--- config.mk ---
export PLATFORM = sky130hd
export DESIGN_NAME = date_span_day_counter_top
export DESIGN_NICKNAME = d
export VERILOG_FILES = /design/src/hdl/dsdc_pkg.sv /design/src/hdl/date_span_day_counter_top.sv /design/src/hdl/dsdc_leap.sv
export VERILOG_INCLUDE_DIRS = /design/src /design/src/hdl
export SDC_FILE = /design/constraint.sdc
export NUM_CORES = 1
export LEC_CHECK = 0
export BUFFER_PORTS_ARGS = -buffer_cell sky130_fd_sc_hd__buf_2
export CAP_MARGIN = 25
export CELL_PAD_IN_SITES_DETAIL_PLACEMENT = 1
export CELL_PAD_IN_SITES_GLOBAL_PLACEMENT = 2
export CORE_MARGIN = 8
export CORE_UTILIZATION = 43
export DETAILED_ROUTE_END_ITERATION = 8
export PLACE_DENSITY = 0.95
export SETUP_SLACK_MARGIN = 0.1
export SKIP_CTS_REPAIR_TIMING = 1
export SYNTH_ARGS = -nofsm -noshare
export SYNTH_HDL_FRONTEND = slang
export SYNTH_SLANG_ARGS = --single-unit
--- constraint.sdc ---
create_clock -name clk -period 28.4 [get_ports clk]
set_clock_uncertainty 0.2 [all_clocks]
set_input_delay 0 -clock clk [delete_from_list [all_inputs] [get_ports clk]]
set_output_delay 0 -clock clk [all_outputs]
set_load 0.05 [all_outputs]
--- src/hdl/date_span_day_counter_top_defines.svh ---
// Assertion macros for the date span day counter.
`ifndef DATE_SPAN_DAY_COUNTER_TOP_DEFINES_SVH
`define DATE_SPAN_DAY_COUNTER_TOP_DEFINES_SVH

// Same-cycle implication, checked outside reset
`define DSDC_ASSERT_NOW(lbl, ante, cons, msg) \
  lbl: assert property (@(posedge clk) disable iff (!rst_n) (ante) |-> (cons)) else $error(msg);

// Next-cycle implication, checked outside reset
`define DSDC_ASSERT_NXT(lbl, ante, cons, msg) \
  lbl: assert property (@(posedge clk) disable iff (!rst_n) (ante) |=> (cons)) else $error(msg);

`endif

--- src/hdl/dsdc_pkg.sv ---
// Shared types, constants and calendar helpers for the date span day counter.
package dsdc_pkg;

  localparam int unsigned DAY_W   = 5;
  localparam int unsigned MONTH_W = 4;
  localparam int unsigned YEAR_W  = 14;
  localparam int unsigned COUNT_W = 15;
  localparam int unsigned STAT_W  = 2;

  // Span limit: the smaller of the configured maximum and the field range
  localparam int unsigned MAX_SPAN  = 32767;
  localparam int unsigned FIELD_MAX = 32767;
  localparam int unsigned LIMIT     = (MAX_SPAN < FIELD_MAX) ? MAX_SPAN : FIELD_MAX;
  localparam logic [COUNT_W-1:0] LIMIT_W = COUNT_W'(LIMIT);

  // Result status codes
  localparam logic [STAT_W-1:0] STAT_OK       = 2'd0;
  localparam logic [STAT_W-1:0] STAT_ORDER    = 2'd1;
  localparam logic [STAT_W-1:0] STAT_INVALID  = 2'd2;
  localparam logic [STAT_W-1:0] STAT_OVERFLOW = 2'd3;

  // Calendar constants
  localparam logic [MONTH_W-1:0] MONTH_JAN = 4'd1;
  localparam logic [MONTH_W-1:0] MONTH_FEB = 4'd2;
  localparam logic [MONTH_W-1:0] MONTH_DEC = 4'd12;
  localparam logic [DAY_W-1:0]   DAY_FIRST = 5'd1;
  localparam logic [DAY_W-1:0]   DAYS_28   = 5'd28;
  localparam logic [DAY_W-1:0]   DAYS_29   = 5'd29;
  localparam logic [DAY_W-1:0]   DAYS_30   = 5'd30;
  localparam logic [DAY_W-1:0]   DAYS_31   = 5'd31;

  // Reciprocal of 25 for the century test: exact for any 14-bit year
  localparam int unsigned RECIP_SHIFT = 19;
  localparam logic [14:0] RECIP_25    = 15'd20972;

  // Month length; zero for a month code outside 1..12
  function automatic logic [DAY_W-1:0] month_days(input logic [MONTH_W-1:0] m,
                                                  input logic leap);
    logic [DAY_W-1:0] n;
    case (m)
      4'd2:                         n = leap ? DAYS_29 : DAYS_28;
      4'd4, 4'd6, 4'd9, 4'd11:      n = DAYS_30;
      4'd1, 4'd3, 4'd5, 4'd7,
      4'd8, 4'd10, 4'd12:           n = DAYS_31;
      default:                      n = '0;
    endcase
    return n;
  endfunction

endpackage

--- src/hdl/date_span_day_counter_top.sv ---
// Date span day counter: steps a start date up to an end date, one day per cycle except at each new year entered.
//
// Input channel (in_*): start and end dates plus include_end, taken when
// in_valid is high and in_stall is low. The block holds in_stall high from
// the transfer until its result has been loaded into the output register.
// Result channel (out_*): day_count and status, held in an output register;
// out_valid stays high and the payload stays put while out_stall is high.
// Setup: capture, the leap year checks of the end year and then the start
// year, and the validity and order check; the run then steps the date a day
// at a time, with a further leap year check for each new year entered.
// Invalid dates or a reversed span finish at the check, with no stepping.
// The day stepper and the count register set the rate: at most one day per
// cycle, and a span is cut off at the limit of 32767 (about 90 year
// boundaries). The next input transfer can be taken in the cycle after a
// result is loaded. A finished result waits in its sequencer state while
// the output register still holds an untaken result.
// Reset (rst_n low at a clock edge) returns the sequencer to idle and drops
// out_valid; no item in flight survives it.
module date_span_day_counter_top (
  input  logic                         clk,
  input  logic                         rst_n,
  input  logic                         in_valid,
  output logic                         in_stall,
  input  logic [dsdc_pkg::DAY_W-1:0]   in_start_day,
  input  logic [dsdc_pkg::MONTH_W-1:0] in_start_month,
  input  logic [dsdc_pkg::YEAR_W-1:0]  in_start_year,
  input  logic [dsdc_pkg::DAY_W-1:0]   in_end_day,
  input  logic [dsdc_pkg::MONTH_W-1:0] in_end_month,
  input  logic [dsdc_pkg::YEAR_W-1:0]  in_end_year,
  input  logic                         in_include_end,
  output logic                         out_valid,
  input  logic                         out_stall,
  output logic [dsdc_pkg::COUNT_W-1:0] out_day_count,
  output logic [dsdc_pkg::STAT_W-1:0]  out_status
);
  import dsdc_pkg::*;

`include "date_span_day_counter_top_defines.svh"

  // Sequencer codes
  localparam logic [2:0] S_IDLE   = 3'd0;
  localparam logic [2:0] S_LEAP_E = 3'd1;
  localparam logic [2:0] S_LEAP_S = 3'd2;
  localparam logic [2:0] S_CHECK  = 3'd3;
  localparam logic [2:0] S_RUN    = 3'd4;
  localparam logic [2:0] S_LEAP_Y = 3'd5;

  logic [2:0]         state_r, state_nxt;
  logic [DAY_W-1:0]   cur_d_r, cur_d_nxt;
  logic [MONTH_W-1:0] cur_m_r, cur_m_nxt;
  logic [YEAR_W-1:0]  cur_y_r, cur_y_nxt;
  logic [DAY_W-1:0]   end_d_r, end_d_nxt;
  logic [MONTH_W-1:0] end_m_r, end_m_nxt;
  logic [YEAR_W-1:0]  end_y_r, end_y_nxt;
  logic               inc_r, inc_nxt;
  logic               leap_r, leap_nxt;
  logic               leap_e_r, leap_e_nxt;
  logic [COUNT_W-1:0] count_r, count_nxt;
  logic               out_valid_r, out_valid_nxt;
  logic [COUNT_W-1:0] out_count_r, out_count_nxt;
  logic [STAT_W-1:0]  out_status_r, out_status_nxt;

  logic [YEAR_W-1:0]  leap_year_in;
  logic               leap_out;
  logic [DAY_W-1:0]   cur_len;
  logic [DAY_W-1:0]   end_len;
  logic               start_ok;
  logic               end_ok;
  logic               reversed;
  logic               at_end;
  logic               out_free;
  logic [COUNT_W:0]   final_count;
  logic               in_xfer;
  logic               out_error;
  logic               out_ovf;

  // Shared leap year unit: end year first, then the running year
  assign leap_year_in = (state_r == S_LEAP_E) ? end_y_r : cur_y_r;

  dsdc_leap u_leap (
    .year (leap_year_in),
    .leap (leap_out)
  );

  // Date checks and comparisons
  assign cur_len     = month_days(cur_m_r, leap_r);
  assign end_len     = month_days(end_m_r, leap_e_r);
  assign start_ok    = (cur_len != '0) && (cur_d_r != '0) && (cur_d_r <= cur_len);
  assign end_ok      = (end_len != '0) && (end_d_r != '0) && (end_d_r <= end_len);
  assign reversed    = {end_y_r, end_m_r, end_d_r} < {cur_y_r, cur_m_r, cur_d_r};
  assign at_end      = (cur_d_r == end_d_r) && (cur_m_r == end_m_r) && (cur_y_r == end_y_r);
  assign out_free    = !out_valid_r || !out_stall;
  assign final_count = {1'b0, count_r} + (COUNT_W+1)'(inc_r);

  // Sequencer and day stepper
  always_comb begin
    state_nxt      = state_r;
    cur_d_nxt      = cur_d_r;
    cur_m_nxt      = cur_m_r;
    cur_y_nxt      = cur_y_r;
    end_d_nxt      = end_d_r;
    end_m_nxt      = end_m_r;
    end_y_nxt      = end_y_r;
    inc_nxt        = inc_r;
    leap_nxt       = leap_r;
    leap_e_nxt     = leap_e_r;
    count_nxt      = count_r;
    out_valid_nxt  = out_valid_r && out_stall;
    out_count_nxt  = out_count_r;
    out_status_nxt = out_status_r;
    case (state_r)
      S_IDLE: begin
        if (in_valid) begin
          cur_d_nxt = in_start_day;
          cur_m_nxt = in_start_month;
          cur_y_nxt = in_start_year;
          end_d_nxt = in_end_day;
          end_m_nxt = in_end_month;
          end_y_nxt = in_end_year;
          inc_nxt   = in_include_end;
          state_nxt = S_LEAP_E;
        end
      end
      S_LEAP_E: begin
        leap_e_nxt = leap_out;
        state_nxt  = S_LEAP_S;
      end
      S_LEAP_S: begin
        leap_nxt  = leap_out;
        state_nxt = S_CHECK;
      end
      S_CHECK: begin
        count_nxt = '0;
        if (!start_ok || !end_ok) begin
          if (out_free) begin
            out_valid_nxt  = 1'b1;
            out_count_nxt  = '0;
            out_status_nxt = STAT_INVALID;
            state_nxt      = S_IDLE;
          end
        end else if (reversed) begin
          if (out_free) begin
            out_valid_nxt  = 1'b1;
            out_count_nxt  = '0;
            out_status_nxt = STAT_ORDER;
            state_nxt      = S_IDLE;
          end
        end else begin
          state_nxt = S_RUN;
        end
      end
      S_RUN: begin
        if (at_end) begin
          if (out_free) begin
            out_valid_nxt = 1'b1;
            if (final_count > (COUNT_W+1)'(LIMIT_W)) begin
              out_count_nxt  = LIMIT_W;
              out_status_nxt = STAT_OVERFLOW;
            end else begin
              out_count_nxt  = final_count[COUNT_W-1:0];
              out_status_nxt = STAT_OK;
            end
            state_nxt = S_IDLE;
          end
        end else if (count_r == LIMIT_W) begin
          // at least one more day to go: the span is past the limit
          if (out_free) begin
            out_valid_nxt  = 1'b1;
            out_count_nxt  = LIMIT_W;
            out_status_nxt = STAT_OVERFLOW;
            state_nxt      = S_IDLE;
          end
        end else begin
          count_nxt = count_r + 1'b1;
          if (cur_d_r < cur_len) begin
            cur_d_nxt = cur_d_r + 1'b1;
          end else if (cur_m_r < MONTH_DEC) begin
            cur_d_nxt = DAY_FIRST;
            cur_m_nxt = cur_m_r + 1'b1;
          end else begin
            cur_d_nxt = DAY_FIRST;
            cur_m_nxt = MONTH_JAN;
            cur_y_nxt = cur_y_r + 1'b1;
            state_nxt = S_LEAP_Y;
          end
        end
      end
      S_LEAP_Y: begin
        leap_nxt  = leap_out;
        state_nxt = S_RUN;
      end
      default: begin
        state_nxt = S_IDLE;
      end
    endcase
  end

  // Control registers
  always_ff @(posedge clk) begin
    if (!rst_n) begin
      state_r     <= S_IDLE;
      out_valid_r <= 1'b0;
    end else begin
      state_r     <= state_nxt;
      out_valid_r <= out_valid_nxt;
    end
  end

  // Working and payload registers
  always_ff @(posedge clk) begin
    cur_d_r      <= cur_d_nxt;
    cur_m_r      <= cur_m_nxt;
    cur_y_r      <= cur_y_nxt;
    end_d_r      <= end_d_nxt;
    end_m_r      <= end_m_nxt;
    end_y_r      <= end_y_nxt;
    inc_r        <= inc_nxt;
    leap_r       <= leap_nxt;
    leap_e_r     <= leap_e_nxt;
    count_r      <= count_nxt;
    out_count_r  <= out_count_nxt;
    out_status_r <= out_status_nxt;
  end

  assign in_stall      = (state_r != S_IDLE);
  assign out_valid     = out_valid_r;
  assign out_day_count = out_count_r;
  assign out_status    = out_status_r;

  // Terms watched by the checks
  assign in_xfer   = in_valid && !in_stall;
  assign out_error = out_valid && (out_status == STAT_INVALID || out_status == STAT_ORDER);
  assign out_ovf   = out_valid && (out_status == STAT_OVERFLOW);

  // Checks
  `DSDC_ASSERT_NXT(a_busy_after_transfer, in_xfer, in_stall, "no stall after input transfer")
  `DSDC_ASSERT_NOW(a_error_zero_count, out_error, out_day_count == '0, "nonzero count on error")
  `DSDC_ASSERT_NOW(a_count_bounded, state_r == S_RUN, count_r <= LIMIT_W, "step count past limit")
  `DSDC_ASSERT_NOW(a_overflow_saturates, out_ovf, out_day_count == LIMIT_W, "count not saturated")

endmodule

--- src/hdl/dsdc_leap.sv ---
// Leap year unit: divisibility by 4, 16 and 25 of one 14-bit year.
module dsdc_leap (
  input  logic [dsdc_pkg::YEAR_W-1:0] year,
  output logic                        leap
);
  import dsdc_pkg::*;

  logic [YEAR_W+14:0] prod;
  logic [9:0]         quot;
  logic [YEAR_W-1:0]  quot25;
  logic [YEAR_W-1:0]  rem25;
  logic               div4;
  logic               div16;

  // year / 25 by reciprocal multiply, remainder by shift-add of 25*q
  assign prod   = (YEAR_W+15)'(year) * (YEAR_W+15)'(RECIP_25);
  assign quot   = prod[RECIP_SHIFT +: 10];
  assign quot25 = YEAR_W'({quot, 4'b0}) + YEAR_W'({quot, 3'b0}) + YEAR_W'(quot);
  assign rem25  = year - quot25;

  // Gregorian rule: by 4, and not by 100 unless by 400
  assign div4  = (year[1:0] == 2'b00);
  assign div16 = (year[3:0] == 4'b0000);
  assign leap  = div4 && ((rem25 != '0) || div16);

endmodule

==> key figures, run 1 <==
Outcome
  • Status: finished, violations left
  • Violations in the final reports: negative hold slack

Critical path
  • Worst endpoint data arrival time: 10.52 ns
  • Dominant delay contributor by cell family on the critical path: adder cells
  • Category of the most critical setup path: reg -> reg
  • Cell with the biggest individual delay on the critical path: sky130_fd_sc_hd__a21oi_1
  • Data required time at the worst endpoint: 28.28 ns
  • Kind of launch point of the worst setup path: flop
  • Endpoint class of the critical path: flop
  • Slowest stage delay, CP: approximately 0.56 ns
  • Crit path buffers/inverters: 4
  • Maximum fanout along the worst path: 31
  • Most Frequent Cell on Critical Path: sky130_fd_sc_hd__ha_1

Timing
  • Minimum hold slack: -0.0221 ns
  • Measured slew at the worst slew-check pin: 0.995 ns
  • Sum of negative setup slack: 0 ns
  • Final critical delay including setup and external delays: 10.65 ns
  • Setup repair after global routing missed its margin: no
  • Number of endpoints failing setup at the final stage: 0
  • Maximum frequency from static timing analysis: 93.9 MHz
  • Number of hold-slack violations in the final timing report: 7
  • Period utilisation layout: 37.5%
  • Number of pins exceeding their max-slew limit in the final report: 0
  • Worst slew margin relative to its limit: between 30 and 40%

Worst hold path
  • Worst hold-check path type: in -> reg

Global routing
  • Initial antenna violation count: 0
  • Largest net degree at the start of global routing: 73
  • Number of global-route vias before repair: roughly 8000
  • Aggregate global routing overflow: 0
  • GRT Resource Usage Total: 19.2%
  • Global-route wire length before repair: 41000 um

CTS
  • Clock transition at the registers of the reported paths: about 0.060 ns
  • Clock buffer count from CTS: 9
  • CTS tree: yes
  • Clock Sink Count: between 80 and 90
  • Deepest clock path buffer count: 2
  • Clock root buffer: sky130_fd_sc_hd__clkbuf_16
  • Clock insertion delay at the later pin of the skew report: 0.35 ns
  • CTS H-tree lvls: 3

Place
  • HPWL after detailed placement: 21100 um
  • # port buffers: roughly 70
  • Routability cong.: ~0.86
  • DP Area: 0.0102 mm^2

Logic synthesis
  • Commonest register cell after synthesis: sky130_fd_sc_hd__edfxtp_1
  • Main combinational cell family by area after synthesis: adder cells
  • Share of synthesized area occupied by flip-flops and latches: 26.5%
  • Simple-Gate Fraction of Synth Area: between 10% and 20%
  • Synth Area in Compound Gates: 13.4%
  • Synthesis Warnings: 0
  • Share of flip-flops with an asynchronous set or reset: 0%
  • Post-synthesis cell type count: 60
  • Proportion of synthesized area in mux cells: 0.225%
  • Average cell area after synthesis: 9.58 um^2
  • XOR/XNOR Fraction of Synth Area: approximately 7.9%
  • Mapped Nets: about 1300
  • Netlist Area Pre-Place: 0.00947 mm^2
  • Adder-cell share of the synthesized area: 33.5%
  • Gate count after technology mapping: 989
  • Number of storage elements in the synthesis netlist: 85
  • Number of flops mapped to enable cells by yosys: 81

Die
  • Vertical extent of the die: 164 um
  • Initial Util: 43.5%
  • Floorplan die area: 0.0270 mm^2
  • Number of top-level pins: 70
  • Site Rows: 54
  • Floorplan Core Area: 0.0218 mm^2
  • Die W: 164 um

Route
  • Post-route ant nets: 0
  • Mean routed wirelength per cell: 18.3 um
  • Number of detailed-route iterations in the first pass: 4
  • Post-detailed-route DRC marker count: 0
  • Number of DRC violations after detailed-routing iteration 0: between 300 and 400
  • Total via count after detailed routing: between 7000 and 8000
  • Detailed Route WL: 25400 um
  • Ratio of routed vias to standard cells: approximately 5.4

Cells and area
  • Non-Filler Cell Area, Final: 0.0110 mm^2
  • Most frequent standard cell in the layout excluding fill and tap cells: sky130_fd_sc_hd__ha_1
  • ANT cells: 0
  • Fraction of layout cells with a size suffix above 1: 9.65%
  • Area growth from synthesis to final layout: 15.7%
  • Total number of nets in the final design: 1373
  • Leading cell types in the layout, fill and taps excluded: sky130_fd_sc_hd__ha_1, sky130_fd_sc_hd__inv_1, sky130_fd_sc_hd__edfxtp_1

Flow run
  • Number of max-cap violations: 0
## area by class of cell
class / instances / area, um^2
inverter: 137 / 514
multi-input combinational: 742 / 6360
clock inverter: 6 / 71.3
fill: 2483 / 10800
timing repair buffer: 130 / 928
sequential: 85 / 2510
tap: 280 / 350
clock buffer: 9 / 225
## registers in the layout, indices dropped and copies added, names as in the netlist, 4 cells and up
name and flops:
cur_d_r 5, end_d_r 5, cur_m_r 4, count_r 15, cur_y_r 14, end_y_r 14, out_day_count 15, end_m_r 4
## worst register-to-register path: cells and delay by family, from the launching register on
family / cells / cell delay, ns
flip-flops: 1 / 0.49
AND/OR/NAND/NOR: 11 / 2.12
buffers and inverters: 4 / 0.95
adder cells (fa/ha/maj): 9 / 3.43
AO/OA/AOI/OAI: 11 / 2.85
XOR/XNOR: 2 / 0.34
## per-stage QoR
stage | worst slack (ns) | util (%) | std cells
floorplan | 18.49 | - | 989
global placement | 18.09 | 46.7 | 1323
detailed placement | 17.76 | 46.7 | 1323
CTS | 17.74 | 48.0 | 1338
global route | 17.05 | 50.4 | 1389
finish | 17.75 | 50.4 | 1389
## synth_stat cells (3+ instances only)
cell type / number / area [um^2]
sky130_fd_sc_hd__ha_1: 156 / 1950
sky130_fd_sc_hd__inv_1: 134 / 503
sky130_fd_sc_hd__edfxtp_1: 81 / 2430
sky130_fd_sc_hd__nand2_1: 69 / 259
sky130_fd_sc_hd__a21oi_1: 62 / 310
sky130_fd_sc_hd__fa_1: 61 / 1220
sky130_fd_sc_hd__nor2_1: 58 / 218
sky130_fd_sc_hd__xnor2_1: 54 / 473
sky130_fd_sc_hd__o21ai_0: 43 / 215
sky130_fd_sc_hd__xor2_1: 31 / 272
sky130_fd_sc_hd__nand3_1: 29 / 145
sky130_fd_sc_hd__clkbuf_1: 20 / 75.1
sky130_fd_sc_hd__a21o_1: 18 / 135
sky130_fd_sc_hd__nor3_1: 15 / 75.1
sky130_fd_sc_hd__o21bai_1: 13 / 97.6
sky130_fd_sc_hd__and3_1: 10 / 62.6
sky130_fd_sc_hd__nand4_1: 9 / 56.3
sky130_fd_sc_hd__o21a_1: 9 / 67.6
sky130_fd_sc_hd__a21boi_0: 7 / 52.6
sky130_fd_sc_hd__and2_1: 7 / 43.8
sky130_fd_sc_hd__nor2b_1: 7 / 43.8
sky130_fd_sc_hd__nor4_1: 7 / 43.8
sky130_fd_sc_hd__a2111oi_0: 6 / 52.6
sky130_fd_sc_hd__or3_1: 6 / 37.5
sky130_fd_sc_hd__nand2b_1: 5 / 31.3
sky130_fd_sc_hd__buf_2: 4 / 20.0
sky130_fd_sc_hd__dfxtp_1: 4 / 80.1
sky130_fd_sc_hd__o211ai_1: 4 / 30.0
sky130_fd_sc_hd__o221ai_1: 4 / 35.0
sky130_fd_sc_hd__o31ai_1: 4 / 30.0
sky130_fd_sc_hd__or4_1: 4 / 30.0
sky130_fd_sc_hd__a211oi_1: 3 / 22.5
sky130_fd_sc_hd__a31oi_1: 3 / 18.8
sky130_fd_sc_hd__a41oi_1: 3 / 26.3
sky130_fd_sc_hd__and4_1: 3 / 26.3
sky130_fd_sc_hd__clkinv_1: 3 / 11.3
sky130_fd_sc_hd__o22ai_1: 3 / 18.8
sky130_fd_sc_hd__or2_2: 3 / 18.8
## cells by family after synthesis
logic type | after synthesis
flip-flops | 85
buffers and inverters | 162
AO/OA/AOI/OAI | 200
adder cells (fa/ha/maj) | 217
multiplexers | 2
XOR/XNOR | 85
AND/OR/NAND/NOR | 238
## layer usage
layer / part of all wire (%) / global-route usage, % / routed length [um] / up-vias
met4: 1.5 / 4.95 / 385 / 0
met2: 49 / 33.0 / 12400 / 115
met3: 3.3 / 1.97 / 836 / 28
li1: - / - / - / 3669
met1: 46 / 25.3 / 11700 / 3739
met5: 0 / 0 / 0 / -
## worst paths after layout
path / from / endpoint / slack [ns] / cells after the start
worst min-delay path: in_valid / end_y_r[3] / -0.02 / 3
worst max-delay path: state_r[0] / leap_e_r / 17.75 / 37
worst max register to register: state_r[0] / leap_e_r / 17.75 / 37
worst min register to register: out_valid / out_valid / 0.39 / 2
Power of run 1 is left out: the tool's default activity adds up to more than one toggle a clock period on the data nets, which glitch-free logic cannot reach.
==> run 2: changes to the inputs <==
--- a/config.mk
+++ b/config.mk
@@ -11,9 +11,9 @@
 export CELL_PAD_IN_SITES_DETAIL_PLACEMENT = 1
 export CELL_PAD_IN_SITES_GLOBAL_PLACEMENT = 2
 export CORE_MARGIN = 8
-export CORE_UTILIZATION = 43
+export CORE_UTILIZATION = 36
 export DETAILED_ROUTE_END_ITERATION = 8
-export PLACE_DENSITY = 0.95
+export PLACE_DENSITY = 0.87
 export SETUP_SLACK_MARGIN = 0.1
 export SKIP_CTS_REPAIR_TIMING = 1
 export SYNTH_ARGS = -nofsm -noshare
==> constraint.sdc (replaced) <==
create_clock -name clk -period 9.5 [get_ports clk]
set_clock_uncertainty 0.2 [all_clocks]
set_input_delay 0 -clock clk [delete_from_list [all_inputs] [get_ports clk]]
set_output_delay 0 -clock clk [all_outputs]
set_load 0.05 [all_outputs]
==> key figures, run 2 (synthesis gave the netlist of run 1 again) <==
Critical path
  • Worst reg2reg setup slack: -0.09 ns (-17.85 ns)
  • Register-to-Register Path Depth: 37 (unchanged)
  • Worst endpoint data arrival time: 9.47 ns (-1.05 ns)
  • Data required time at the worst endpoint: 9.38 ns (-18.90 ns)
  • Crit path buffers/inverters: 5 (+1)
  • Cell with the biggest individual delay on the critical path: sky130_fd_sc_hd__fa_1
  • Dominant delay contributor by cell family on the critical path: adder cells
  • Reg2Reg Capture Point: leap_r
  • Maximum fanout along the worst path: 7 (-77%)
  • Endpoint class of the critical path: flop
  • Most Frequent Cell on Critical Path: sky130_fd_sc_hd__fa_1
  • Worst r2r src: state_r[2]
  • Kind of launch point of the worst setup path: flop
  • Category of the most critical setup path: reg -> reg
  • Slowest stage delay, CP: 0.54 ns (-0.02 ns)

Die
  • Initial Util: 36.5% (-7.1 points)
  • Die W: 178 um (+8.4%)
  • Number of top-level pins: 70 (unchanged)
  • Site Rows: 59 (+9.3%)
  • Floorplan die area: 0.0318 mm^2 (+17%)
  • Floorplan Core Area: 0.0260 mm^2 (+19%)
  • Vertical extent of the die: 178 um (+8.4%)

Place
  • HPWL after detailed placement: 21800 um (+3.7%)
  • Routability cong.: 0.866 (+0.72%)
  • Worst slack after detailed placement: -0.292 ns (-18.06 ns)
  • # port buffers: 69 (unchanged)

Global routing
  • Aggregate global routing overflow: 0 (unchanged)
  • Global-route wire length before repair: 42200 um (+2.9%)
  • Initial antenna violation count: 0 (unchanged)
  • Largest net degree at the start of global routing: 73 (unchanged)
  • Number of global-route vias before repair: 7874 (-1.3%)
  • GRT Resource Usage Total: 16.8% (-2.3 points)

Cells and area
  • Area growth from synthesis to final layout: 28.8%
  • Post-layout utilization of the core: 46.9% (-3.4 points)
  • ANT cells: 0 (unchanged)
  • Leading cell types in the layout, fill and taps excluded: sky130_fd_sc_hd__ha_1, sky130_fd_sc_hd__inv_1, sky130_fd_sc_hd__edfxtp_1
  • Most frequent standard cell in the layout excluding fill and tap cells: sky130_fd_sc_hd__ha_1
  • Area of the multi-input gates: 0.00688 mm^2 (+8.3%)
  • Fraction of layout cells with a size suffix above 1: 21.5% (+12 points)
  • Total number of nets in the final design: 1441 (+5.0%)
  • Number of fill cells: 2886 (+16%)
  • Area taken by flip-flops and latches: 0.00252 mm^2 (+0.15%)

Timing
  • Final Worst Setup Slack: -0.0938 ns (-17.85 ns)
  • Maximum frequency from static timing analysis: 104 MHz (+11%)
  • Number of endpoints failing setup at the final stage: 2 (+2)
  • Final critical delay including setup and external delays: 9.59 ns (-1.05 ns)
  • Number of pins exceeding their max-slew limit in the final report: 0 (unchanged)
  • Period utilisation layout: 101% (+64 points)
  • Number of hold-slack violations in the final timing report: 0 (-7)
  • Worst slew margin relative to its limit: 39.6% (+6.4 points)
  • Measured slew at the worst slew-check pin: 0.884 ns (-0.111 ns)
  • Setup repair after global routing missed its margin: yes

Worst hold path
  • Worst hold start: in_end_year[11]
  • Worst hold-check path type: in -> reg
  • WHS Path Cells: 2 (-1)
  • Endpoint with the worst hold slack: end_y_r[11]

Outcome
  • Violations in the final reports: negative setup slack
  • Status: finished, violations left

Route
  • Number of DRC violations after detailed-routing iteration 0: 446 (+34%)
  • Mean routed wirelength per cell: 20.8 um (+14%)
  • Total via count after detailed routing: 8138 (+7.8%)
  • Post-detailed-route DRC marker count: 0 (unchanged)
  • Ratio of routed vias to standard cells: 5.38 (-1.1%)
  • Number of detailed-route iterations in the first pass: 4 (unchanged)
  • Detailed Route WL: 31500 um (+24%)
  • Post-route ant nets: 0 (unchanged)

CTS
  • CTS H-tree lvls: 3 (unchanged)
  • Clock root buffer: sky130_fd_sc_hd__clkbuf_16
  • CTS tree: yes
  • Clock buffer count from CTS: 9 (unchanged)
  • Clock insertion delay at the later pin of the skew report: 0.37 ns (+0.02 ns)
  • Clock Sink Count: 85 (unchanged)
  • Deepest clock path buffer count: 2 (unchanged)
  • Clock transition at the registers of the reported paths: 0.08 ns (+0.02 ns)

Flow run
  • Number of max-cap violations: 0 (unchanged)
==> run 2: cell count changes in the layout (fill, tap and decap cells not counted), moves of 6 or more <==
cell | before | now
sky130_fd_sc_hd__a21oi_1 | 62 | 54
sky130_fd_sc_hd__a21oi_4 | 0 | 6
sky130_fd_sc_hd__buf_4 | 11 | 65
sky130_fd_sc_hd__ha_1 | 156 | 138
sky130_fd_sc_hd__ha_2 | 0 | 6
sky130_fd_sc_hd__ha_4 | 0 | 12
sky130_fd_sc_hd__inv_1 | 134 | 124
sky130_fd_sc_hd__inv_2 | 0 | 10
sky130_fd_sc_hd__nor2_1 | 57 | 50
sky130_fd_sc_hd__xnor2_1 | 54 | 47
sky130_fd_sc_hd__xnor2_2 | 0 | 6
==> run 2: how the worst max path moves through the flow <==
stage,slack (ns),to,depth (start not counted),from
after global routing,-0.31,leap_r,36,state_r[2]
final,-0.09,leap_r,37,state_r[2]
after CTS,-0.36,leap_r,38,state_r[1]
after floorplan,0.11,leap_e_r,41,state_r[0]
after detailed placement,-0.29,leap_r,38,state_r[1]
after global placement,0.09,leap_r,38,state_r[1]
==> run 2: cell type report <==
| cell class | instances | area share (%) |
|---|---|---|
| tap | 335 | 3.44 |
| timing repair buffer | 198 | 12.7 |
| clock buffer | 9 | 1.85 |
| sequential | 85 | 20.6 |
| inverter | 137 | 4.27 |
| multi-input combinational | 742 | 56.4 |
| clock inverter | 7 | 0.646 |
==> run 2: layer usage <==
metal	vias to the layer above	GRT usage, %	routed length [um]
met5	-	0	0
met4	0	5.30	1090
met3	64	1.59	1170
met2	216	27.6	15500
met1	4057	23.0	13700
li1	3801	-	-
==> run 2: worst reg2reg max path, delay by kind of cell (launching register included) <==
kind / cells / cell delay [ns]
xor+xnor: 2 / 0.45
simple gates: 11 / 2.08
compound gates: 10 / 2.15
buf+inv: 5 / 0.54
flops: 1 / 0.34
fa+ha+maj: 9 / 3.56
==> run 2: metrics by stage <==
stage                     instances  setup TNS (ns)  hold slack [ns]  instance area, um^2
after floorplan                 989               0           -0.101                 9550
after global placement         1405               0          -0.0223                10500
after detailed placement       1405          -0.585          -0.0212                10500
after CTS                      1421          -0.698           -0.402                10800
after global routing           1513          -0.613            0.154                12200
final                          1513          -0.170            0.141                12200
Power of run 2 is left out for the same reason.
